$ cat config.mk
export PLATFORM = sky130hd
export DESIGN_NAME = frame_unstuff_checksum_rx_core
export DESIGN_NICKNAME = d
export VERILOG_FILES = /design/src/hw/rtl/fsu_pkg.sv /design/src/hw/rtl/fsu_front.sv /design/src/hw/rtl/fsu_queue.sv /design/src/hw/rtl/fsu_back.sv /design/src/hw/rtl/frame_unstuff_checksum_rx_core.sv
export SDC_FILE = /design/constraint.sdc
export NUM_CORES = 1
export LEC_CHECK = 0
export ABC_AREA = 1
export BUFFER_PORTS_ARGS = -buffer_cell sky130_fd_sc_hd__buf_2
export CELL_PAD_IN_SITES_DETAIL_PLACEMENT = 1
export CELL_PAD_IN_SITES_GLOBAL_PLACEMENT = 1
export CORE_ASPECT_RATIO = 1.4
export CORE_MARGIN = 4
export CORE_UTILIZATION = 42
export DETAILED_ROUTE_END_ITERATION = 6
export GPL_TIMING_DRIVEN = 0
export HOLD_SLACK_MARGIN = 0.08
export PLACE_DENSITY = 0.73
export SYNTH_ARGS = -nofsm -noshare
export SYNTH_HDL_FRONTEND = slang
export SYNTH_SLANG_ARGS = --single-unit
$ cat constraint.sdc
create_clock -name clk -period 3.1 [get_ports clk]
set_clock_uncertainty 0.05 [all_clocks]
set_input_delay 0.465 -clock clk [delete_from_list [all_inputs] [get_ports clk]]
set_output_delay 0.465 -clock clk [all_outputs]
set_load 0.01 [all_outputs]
$ cat src/hw/rtl/fsu_pkg.sv
`timescale 1ns / 1ps
// Shared types and constants for the byte-stuffed frame receiver.
// Used by the front, queue, back, checker and top-level files; depends on nothing.
package fsu_pkg;

  // Framing bytes
  localparam logic [7:0] HEAD_BYTE   = 8'hAA;
  localparam logic [7:0] ESCAPE_BYTE = 8'h55;
  localparam logic [7:0] MANGLE_MASK = 8'h20;

  // Result kinds
  localparam logic [1:0] KIND_PAYLOAD = 2'd0;
  localparam logic [1:0] KIND_GOOD    = 2'd1;
  localparam logic [1:0] KIND_BAD     = 2'd2;

  // Queue sizing
  localparam int QUEUE_DEPTH = 4;
  localparam int QPTR_W      = $clog2(QUEUE_DEPTH);
  localparam int QCNT_W      = $clog2(QUEUE_DEPTH + 1);

  // Frame phase, one-hot; also tags each decoded byte in the queue
  typedef enum logic [5:0] {
    PH_IDLE    = 6'b000001,
    PH_LEN_LO  = 6'b000010,
    PH_LEN_HI  = 6'b000100,
    PH_PAYLOAD = 6'b001000,
    PH_CK_LO   = 6'b010000,
    PH_CK_HI   = 6'b100000
  } rx_phase_t;

  // One decoded byte with the field it belongs to
  typedef struct packed {
    rx_phase_t  phase;
    logic [7:0] data;
  } fsu_entry_t;

endpackage

$ cat src/hw/rtl/fsu_front.sv
`timescale 1ns / 1ps
// Front end: head detection, unescaping and field classification.
// Depends on fsu_pkg; pushes tagged bytes into fsu_queue.
module fsu_front (
  input  logic               clk,
  input  logic               rst_n,
  input  logic               in_fire,
  input  logic [7:0]         in_rx_byte,
  output logic               push,
  output fsu_pkg::fsu_entry_t push_entry
);
  import fsu_pkg::*;

  rx_phase_t   phase_r, phase_nxt;
  logic        esc_r, esc_nxt;
  logic [7:0]  len_lo_r, len_lo_nxt;
  logic [15:0] remain_r, remain_nxt;
  logic [7:0]  dec;
  logic [15:0] len_full;

  assign len_full = {dec, len_lo_r};

  // Decode one raw byte and advance the phase
  always_comb begin
    phase_nxt  = phase_r;
    esc_nxt    = esc_r;
    len_lo_nxt = len_lo_r;
    remain_nxt = remain_r;
    push       = 1'b0;
    dec        = in_rx_byte;
    if (esc_r) begin
      dec = in_rx_byte ^ MANGLE_MASK;
    end
    if (in_fire) begin
      if (phase_r == PH_IDLE) begin
        if (in_rx_byte == HEAD_BYTE) begin
          phase_nxt = PH_LEN_LO;
          esc_nxt   = 1'b0;
        end
      end else if (!esc_r && in_rx_byte == ESCAPE_BYTE) begin
        esc_nxt = 1'b1;
      end else begin
        esc_nxt = 1'b0;
        push    = 1'b1;
        unique case (phase_r)
          PH_LEN_LO: begin
            len_lo_nxt = dec;
            phase_nxt  = PH_LEN_HI;
          end
          PH_LEN_HI: begin
            remain_nxt = len_full;
            phase_nxt  = (len_full == 16'd0) ? PH_CK_LO : PH_PAYLOAD;
          end
          PH_PAYLOAD: begin
            remain_nxt = remain_r - 16'd1;
            if (remain_r == 16'd1) begin
              phase_nxt = PH_CK_LO;
            end
          end
          PH_CK_LO: phase_nxt = PH_CK_HI;
          default:  phase_nxt = PH_IDLE;
        endcase
      end
    end
  end

  assign push_entry.phase = phase_r;
  assign push_entry.data  = dec;

  always_ff @(posedge clk) begin
    if (!rst_n) begin
      phase_r  <= PH_IDLE;
      esc_r    <= 1'b0;
      len_lo_r <= 8'd0;
      remain_r <= 16'd0;
    end else begin
      phase_r  <= phase_nxt;
      esc_r    <= esc_nxt;
      len_lo_r <= len_lo_nxt;
      remain_r <= remain_nxt;
    end
  end

endmodule

$ cat src/hw/rtl/fsu_queue.sv
`timescale 1ns / 1ps
// Short FIFO of tagged bytes between the front and the back end.
// Depends on fsu_pkg for the entry type and depth.
module fsu_queue (
  input  logic                clk,
  input  logic                rst_n,
  input  logic                push,
  input  fsu_pkg::fsu_entry_t push_entry,
  input  logic                pop,
  output logic                full,
  output logic                not_empty,
  output fsu_pkg::fsu_entry_t head_entry
);
  import fsu_pkg::*;

  fsu_entry_t        mem_r [QUEUE_DEPTH];
  logic [QPTR_W-1:0] wr_ptr_r, wr_ptr_nxt;
  logic [QPTR_W-1:0] rd_ptr_r, rd_ptr_nxt;
  logic [QCNT_W-1:0] count_r, count_nxt;

  assign full       = (count_r == QCNT_W'(QUEUE_DEPTH));
  assign not_empty  = (count_r != '0);
  assign head_entry = mem_r[rd_ptr_r];

  // Pointer and fill bookkeeping
  always_comb begin
    wr_ptr_nxt = push ? wr_ptr_r + 1'b1 : wr_ptr_r;
    rd_ptr_nxt = pop ? rd_ptr_r + 1'b1 : rd_ptr_r;
    count_nxt  = count_r;
    if (push && !pop) begin
      count_nxt = count_r + 1'b1;
    end else if (pop && !push) begin
      count_nxt = count_r - 1'b1;
    end
  end

  always_ff @(posedge clk) begin
    if (!rst_n) begin
      wr_ptr_r <= '0;
      rd_ptr_r <= '0;
      count_r  <= '0;
    end else begin
      wr_ptr_r <= wr_ptr_nxt;
      rd_ptr_r <= rd_ptr_nxt;
      count_r  <= count_nxt;
    end
  end

  // Storage, no reset needed
  always_ff @(posedge clk) begin
    if (push) begin
      mem_r[wr_ptr_r] <= push_entry;
    end
  end

endmodule

$ cat src/hw/rtl/fsu_back.sv
`timescale 1ns / 1ps
// Back end: checksum accumulation, length capture and result register.
// Depends on fsu_pkg; consumes tagged bytes from fsu_queue.
module fsu_back (
  input  logic                clk,
  input  logic                rst_n,
  input  logic                q_not_empty,
  input  fsu_pkg::fsu_entry_t q_entry,
  output logic                pop,
  output logic                out_valid,
  input  logic                out_ready,
  output logic [1:0]          out_kind,
  output logic [7:0]          out_byte,
  output logic [15:0]         out_frame_length,
  output logic                out_is_last
);
  import fsu_pkg::*;

  logic        valid_r, valid_nxt;
  logic [1:0]  kind_r, kind_nxt;
  logic [7:0]  byte_r, byte_nxt;
  logic [15:0] flen_r, flen_nxt;
  logic        last_r, last_nxt;
  logic [15:0] sum_r, sum_nxt;
  logic [7:0]  len_lo_r, len_lo_nxt;
  logic [15:0] len_seen_r, len_seen_nxt;
  logic [7:0]  ck_lo_r, ck_lo_nxt;
  logic [15:0] sum_add;
  logic [15:0] ck_total;

  // Take a byte when the result register is free or being emptied
  assign pop      = q_not_empty && (!valid_r || out_ready);
  assign sum_add  = sum_r + {8'd0, q_entry.data};
  assign ck_total = {q_entry.data, ck_lo_r} + sum_r;

  always_comb begin
    valid_nxt    = valid_r && !out_ready;
    kind_nxt     = kind_r;
    byte_nxt     = byte_r;
    flen_nxt     = flen_r;
    last_nxt     = last_r;
    sum_nxt      = sum_r;
    len_lo_nxt   = len_lo_r;
    len_seen_nxt = len_seen_r;
    ck_lo_nxt    = ck_lo_r;
    if (pop) begin
      unique case (q_entry.phase)
        PH_LEN_LO: begin
          // first byte of a frame restarts the sum
          sum_nxt    = {8'd0, q_entry.data};
          len_lo_nxt = q_entry.data;
        end
        PH_LEN_HI: begin
          sum_nxt      = sum_add;
          len_seen_nxt = {q_entry.data, len_lo_r};
        end
        PH_PAYLOAD: begin
          sum_nxt   = sum_add;
          valid_nxt = 1'b1;
          kind_nxt  = KIND_PAYLOAD;
          byte_nxt  = q_entry.data;
          flen_nxt  = 16'd0;
          last_nxt  = 1'b0;
        end
        PH_CK_LO: ck_lo_nxt = q_entry.data;
        PH_CK_HI: begin
          // received + sum wraps to zero when the checksum matches
          valid_nxt = 1'b1;
          kind_nxt  = (ck_total == 16'd0) ? KIND_GOOD : KIND_BAD;
          byte_nxt  = 8'd0;
          flen_nxt  = len_seen_r;
          last_nxt  = 1'b1;
        end
        default: ;
      endcase
    end
  end

  always_ff @(posedge clk) begin
    if (!rst_n) begin
      valid_r    <= 1'b0;
      sum_r      <= 16'd0;
      len_lo_r   <= 8'd0;
      len_seen_r <= 16'd0;
      ck_lo_r    <= 8'd0;
    end else begin
      valid_r    <= valid_nxt;
      sum_r      <= sum_nxt;
      len_lo_r   <= len_lo_nxt;
      len_seen_r <= len_seen_nxt;
      ck_lo_r    <= ck_lo_nxt;
    end
  end

  // Result payload
  always_ff @(posedge clk) begin
    kind_r <= kind_nxt;
    byte_r <= byte_nxt;
    flen_r <= flen_nxt;
    last_r <= last_nxt;
  end

  assign out_valid        = valid_r;
  assign out_kind         = kind_r;
  assign out_byte         = byte_r;
  assign out_frame_length = flen_r;
  assign out_is_last      = last_r;

endmodule

$ cat src/hw/rtl/frame_unstuff_checksum_rx_core.sv
`timescale 1ns / 1ps
// Top level of the byte-stuffed frame receiver with 16-bit sum checksum.
// Depends on fsu_pkg, fsu_front, fsu_queue and fsu_back.
//
// The receiver takes one raw byte per cycle while in_ready is high: the
// front end unescapes and classifies each byte in the cycle it is accepted,
// and the back end updates the checksum and fills a one-entry result
// register, one byte per cycle while that register is free or being emptied.
// A four-entry queue between them lets either side stall alone; in_ready
// drops only while that queue holds four bytes. A payload byte or frame-end
// result passes through the queue and the result register; bytes outside a
// frame are dropped until head byte 0xAA; an 0xAA inside one is ordinary data.
module frame_unstuff_checksum_rx_core (
  input  logic        clk,
  input  logic        rst_n,
  input  logic        in_valid,
  output logic        in_ready,
  input  logic [7:0]  in_rx_byte,
  output logic        out_valid,
  input  logic        out_ready,
  output logic [1:0]  out_kind,
  output logic [7:0]  out_byte,
  output logic [15:0] out_frame_length,
  output logic        out_is_last
);
  import fsu_pkg::*;

  logic       in_fire;
  logic       push;
  logic       pop;
  logic       q_full;
  logic       q_not_empty;
  fsu_entry_t push_entry;
  fsu_entry_t head_entry;

  assign in_ready = !q_full;
  assign in_fire  = in_valid && in_ready;

  fsu_front u_front (
    .clk        (clk),
    .rst_n      (rst_n),
    .in_fire    (in_fire),
    .in_rx_byte (in_rx_byte),
    .push       (push),
    .push_entry (push_entry)
  );

  fsu_queue u_queue (
    .clk        (clk),
    .rst_n      (rst_n),
    .push       (push),
    .push_entry (push_entry),
    .pop        (pop),
    .full       (q_full),
    .not_empty  (q_not_empty),
    .head_entry (head_entry)
  );

  fsu_back u_back (
    .clk              (clk),
    .rst_n            (rst_n),
    .q_not_empty      (q_not_empty),
    .q_entry          (head_entry),
    .pop              (pop),
    .out_valid        (out_valid),
    .out_ready        (out_ready),
    .out_kind         (out_kind),
    .out_byte         (out_byte),
    .out_frame_length (out_frame_length),
    .out_is_last      (out_is_last)
  );

endmodule

======== Word level (Yosys, flattened, before mapping) ========
Memories as Yosys holds them, arrays and structs flattened. A register that Yosys moved wholly into a read port is not among the register bits.
Index checks and enable logic that the tools add are counted.
word-level totals
  flip-flop bits (word level) ............. 114
  memory bits (writable) .................. 56
  memories ................................ 1
memories
  memory         depth  bits a word  read ports  clocked after Yosys merged registers in  write ports  line             RTL
  u_queue.mem_r  4      14           1           1                                        1            fsu_queue.sv:16  fsu_entry_t mem_r [QUEUE_DEPTH];
cells by class
  add/sub/neg operators ................... 7
  equal/unequal tests ..................... 17
  muxes and demuxes ....................... 28
  bitwise logic cells ..................... 3
  reduce and logical (&&, ||, !) cells .... 31
operators with widths
  operator                                             count
  case mux 16 bit (2 select lines)                     3
  zero test 16 bit                                     2
  2-to-1 mux 6 bit                                     5
  case mux 6 bit (4 select lines)                      1
  adder 16 bit                                         1
  adder 16 x 8 -> 16 bit                               1
  == test 16 x 1 -> 1 bit (second input constant)      1
  case mux 8 bit (2 select lines)                      1
  subtractor 16 x 1 -> 16 bit (second input constant)  1
  == test 6 x 2 -> 1 bit (second input constant)       2
  == test 6 x 3 -> 1 bit (second input constant)       2
  == test 6 x 4 -> 1 bit (second input constant)       2
  == test 6 x 5 -> 1 bit (second input constant)       2
  AND reduction 2 bit                                  6
  AND reduction 4 bit                                  3
  2-to-1 mux 1 bit                                     10
  == test 8 x 7 -> 1 bit (second input constant)       1
  == test 8 bit (second input constant)                1
  nonzero test 2 bit                                   4
  == test 6 x 1 -> 1 bit (second input constant)       1
  == test 6 bit (second input constant)                1
  logical AND 1 bit                                    6
  zero test 1 bit                                      6
  2-to-1 mux 2 bit                                     3
  other kinds (15)                                     20

======== Depth between registers and ports, before layout ========
  depth in word-level cells ............... 9
  gate-level depth with buffers ........... 19
  depth with buffers taken out ............ 17

======== Modules after synthesis ========
A second synthesis with hierarchy kept.
second synthesis, totals
  cells, all modules ...................... 1128
  area, all modules ....................... 8946.1 µm²
modules (own cells, without submodules)
  module                          times used  cells an instance  area each (µm²)  sequential area each (µm²)
  fsu_back                        1           575                4284.1           1791.7
  fsu_queue                       1           194                2537.4           1861.8
  fsu_front                       1           356                2110.8           620.6
  frame_unstuff_checksum_rx_core  1           3                  13.8             0.0

======== Worst setup path before layout ========
OpenSTA, ideal clock, no wires.
  path kind ............................... register to register
  from .................................... register (tool-made name)
  to ...................................... register u_back.sum_r[14]
  setup time .............................. 0.115 ns
  arrival ................................. 2.724 ns
  required time ........................... 2.935 ns
  slack ................................... 0.211 ns
  cell stages (with the launch flop) ...... 17
  buffers on the path ..................... 3
  period minus slack after synthesis ...... 2.889 ns
  path through ............................ dfxtp_1 buf_6 inv_2 buf_6 clkbuf_1 a21oi_1 a32oi_1 inv_1 fa_1 o21ai_0 nand2_1 nand2_1 nand4_1 nor2_1 nand3_1 nand2_1 nor2_1
RTL lines
  what                  line            RTL
  to (signal assigned)  fsu_back.sv:88  sum_r <= sum_nxt;
  to (decl)             fsu_back.sv:24  logic [15:0] sum_r, sum_nxt;

==> out/metrics.yaml <==
worst_setup_path:
  end_kind: "flop"
  worstPathArrival_ns: 3.17
  cpPeakStageDelay_ns: 0.36
  start_kind: "flop"
  required_ns: 3.25
  crit_type: "flop to flop"
  crit_chain: "buf_6 > inv_2 > buf_6 > buf_8 > a21oi_1 > a32oi_4 > ha_2 > nand2_1 > inv_1 > a21oi_2 > inv_1 > a21oi_2 > nand3_1 > nand2_1 > nand3_1 > nor2_1 > nor2_1"
  crit_family: "buffers and inverters"
  crit_fanout: 10
  crit_buf_inv: 6
  cpMaxStageDelayCell: "ha_2"
synthesis:
  synth_common_cells: "nand2_1 (267), inv_1 (142), nor2_1 (110)"
  yosys.area_share.simple: 0.241
  synth.net_count: 1152
  yosysWarningCount: 0
  synth_seq_cells: 172
  synth_top_family_by_area: "simple AND/OR/NAND/NOR gates"
  synth.distinct_cells: 42
  synthMuxAreaShare: 0
  syn_inst: 1107
  avgSynthCellArea_um2: 8.00
  synth-xor-area-share: 0.0148
  async_flop_share: 0
  synth-edff-count: 83
  synth_compound_area_frac: 0.128
  synthAdderAreaFrac: 0.0492
  synth_area_leaders: "edfxtp_1 (28%), dfxtp_1 (20%), nand2_1 (11%)"
  synth_top_area_share: 0.281
  yosys.cell_count.top_type: "nand2_1"
  ys_seq_area_frac: 0.482
  ys.flop_type: "dfxtp_1"
  yosysTopAreaCell: "edfxtp_1"
  syn-cell-area_um2: 8860
grt:
  grt_max_degree: 28
  grt_usage: 0.222
  grt_antenna_before_repair: 0
  grt_pass1_wl_um: 40700
  overflow: 0
  grt_pass1_vias: 8087
floorplanning:
  core_um2: 20600
  die_h_um: 180
  rows: 62
  ios: 41
  die_w_um: 131
  dieArea_um2: 23500
  initial_utilization: 0.429
cells_and_area:
  final_core_utilization: 0.497
  final_nets: 1216
  fin_cells: 1440
  drive_gt1_frac: 0.140
  fillers: 2531
  num_antenna_cells: 0
  syn2layout_area_growth_pct: 15.9
cts:
  cts.sinks: 172
  cts_buffers: 17
  cts.clk_slew.worst_paths_ns: 0.08
  clockRootBuffer: "clkbuf_16"
  clock_path_buffers: 2
  clk_latency_ns: 0.44
  htreeDepth: 4
  cts_tree: "done"
routing:
  wl_um: 25200
  routed-wl-met2_um: 14000
  vias_per_cell: 5.27
  drcViolationCount: 0
  wl_met1_um: 9810
  wl_met3_um: 580
  wl_per_cell_um: 17.5
  drt_first_pass_iters: 4
  drtIter0Drc: 395
  vias: 7589
  highest_layer: "met4"
  ant_nets: 0
sta:
  fin_crit_sh: 0.974
  fmax_ghz: 0.331
  hold_violations: 0
  setup_viol: 0
  holdWs_ns: 0.224
  rsz0062_at_grt: "yes"
  drv_slew: 0
  finalCriticalPeriod_ns: 3.02
  worst_pin_slew_ns: 1.34
  maxSlewHeadroom: 0.105
placed_design:
  gp_congestion: 0.899
  port_buffers: 39
  dp_cells: 1402
  hpwl_um: 19000
power:
  p_total_w: 0.00771
  p_leak_nw: 4.37
  power.density_nw_per_um2: 751
  ir_drop_mv: 0.425
min_path:
  hold_class: "primary input to flop"
status:
  status: "completed"
flow_run:
  max-cap-violations: 0
[per-layer routing]
| metal | vias up | global-route usage |
|---|---|---|
| li1 | 3760 | - |
| met1 | 3670 | 0.240 |
| met2 | 111 | 0.418 |
| met3 | 48 | 0.0306 |
| met4 | 0 | 0.0996 |
| met5 | - | 0 |
[cell type report]
cell class / count / area (µm²) / share of cell area
Buffer: 32 / 214 / 0.0208
Multi-Input combinational cell: 755 / 3990 / 0.388
Clock inverter: 14 / 200 / 0.0195
Inverter: 147 / 558 / 0.0544
Timing Repair Buffer: 46 / 260 / 0.0254
Sequential cell: 172 / 4280 / 0.417
Tap cell: 256 / 320 / 0.0312
Clock buffer: 18 / 450 / 0.0439
[repair_timing]
action / CTS / global route
resized for setup: 24 / 15
pin swaps: 8 / 6
endpoints found under the setup margin: 15 / 35
hold buffers: 0 / 0
setup buffers: 3 / 4
[per-stage QoR]
stage          TNS, ns  cell area [µm²]  setup slack [ns]
2_1_floorplan        0             8860             0.211
3_3_place_gp     -5.42             9370            -0.935
3_5_place_dp     -6.09             9370            -0.972
4_1_cts              0            10100           0.00266
5_1_grt         -0.113            10300           -0.0875
6_report             0            10300            0.0792
[worst register-to-register path, cell delays in order, from the launching register on]
cell and delay (ns):
dfxtp_1 0.31, buf_6 0.14, inv_2 0.08, buf_6 0.16, buf_8 0.18, a21oi_1 0.09, a32oi_4 0.27, ha_2 0.37
nand2_1 0.13, inv_1 0.07, a21oi_2 0.19, inv_1 0.08, a21oi_2 0.17, nand3_1 0.09, nand2_1 0.09, nand3_1 0.14
nor2_1 0.13, nor2_1 0.04
[layout by cell type (no fill, tap or decap), types with 25 or more instances in the layout]
cell type / count
o21ai_0: 77
dfxtp_1: 88
buf_2: 45
nor2_1: 105
inv_1: 140
ha_1: 25
edfxtp_1: 83
nand2_1: 266
a21oi_1: 97
nand3_1: 60
[flip-flops by register name, indices dropped and copies added, names as in the netlist, 16 cells and up, named ones only]
name	count
u_queue.mem_r	56
u_back.len_seen_r	16
u_front.remain_r	16
u_back.out_frame_length	16
u_back.sum_r	16
[logic make-up after synthesis]
group	Yosys count
buffers and inverters	180
flip-flops	172
XOR/XNOR	15
AO/OA/AOI/OAI	211
adder cells (fa/ha/maj)	33
AND/OR/NAND/NOR	496
[report_power, final]
| part | switching (W) | internal (W) |
|---|---|---|
| Combinational | 0.00185 | 0.000941 |
| Sequential | 0.0000863 | 0.00256 |
| Clock | 0.00111 | 0.00117 |
| Total | 0.00305 | 0.00466 |
[path summary, 6_finish.rpt]
| check | startpoint | end | slack (ns) | depth (start not counted) |
|---|---|---|---|---|
| setup / recovery | flop | u_back.out_kind[1] | 0.08 | 17 |
| hold / removal | in_rx_byte[1] | u_queue.mem_r[1][1] | 0.22 | 1 |
| hold reg to reg | u_back.len_seen_r[1] | u_back.len_seen_r[1] | 0.40 | 2 |
| setup reg to reg | flop | u_back.out_kind[1] | 0.08 | 17 |
(Power assumes the default switching activity.)
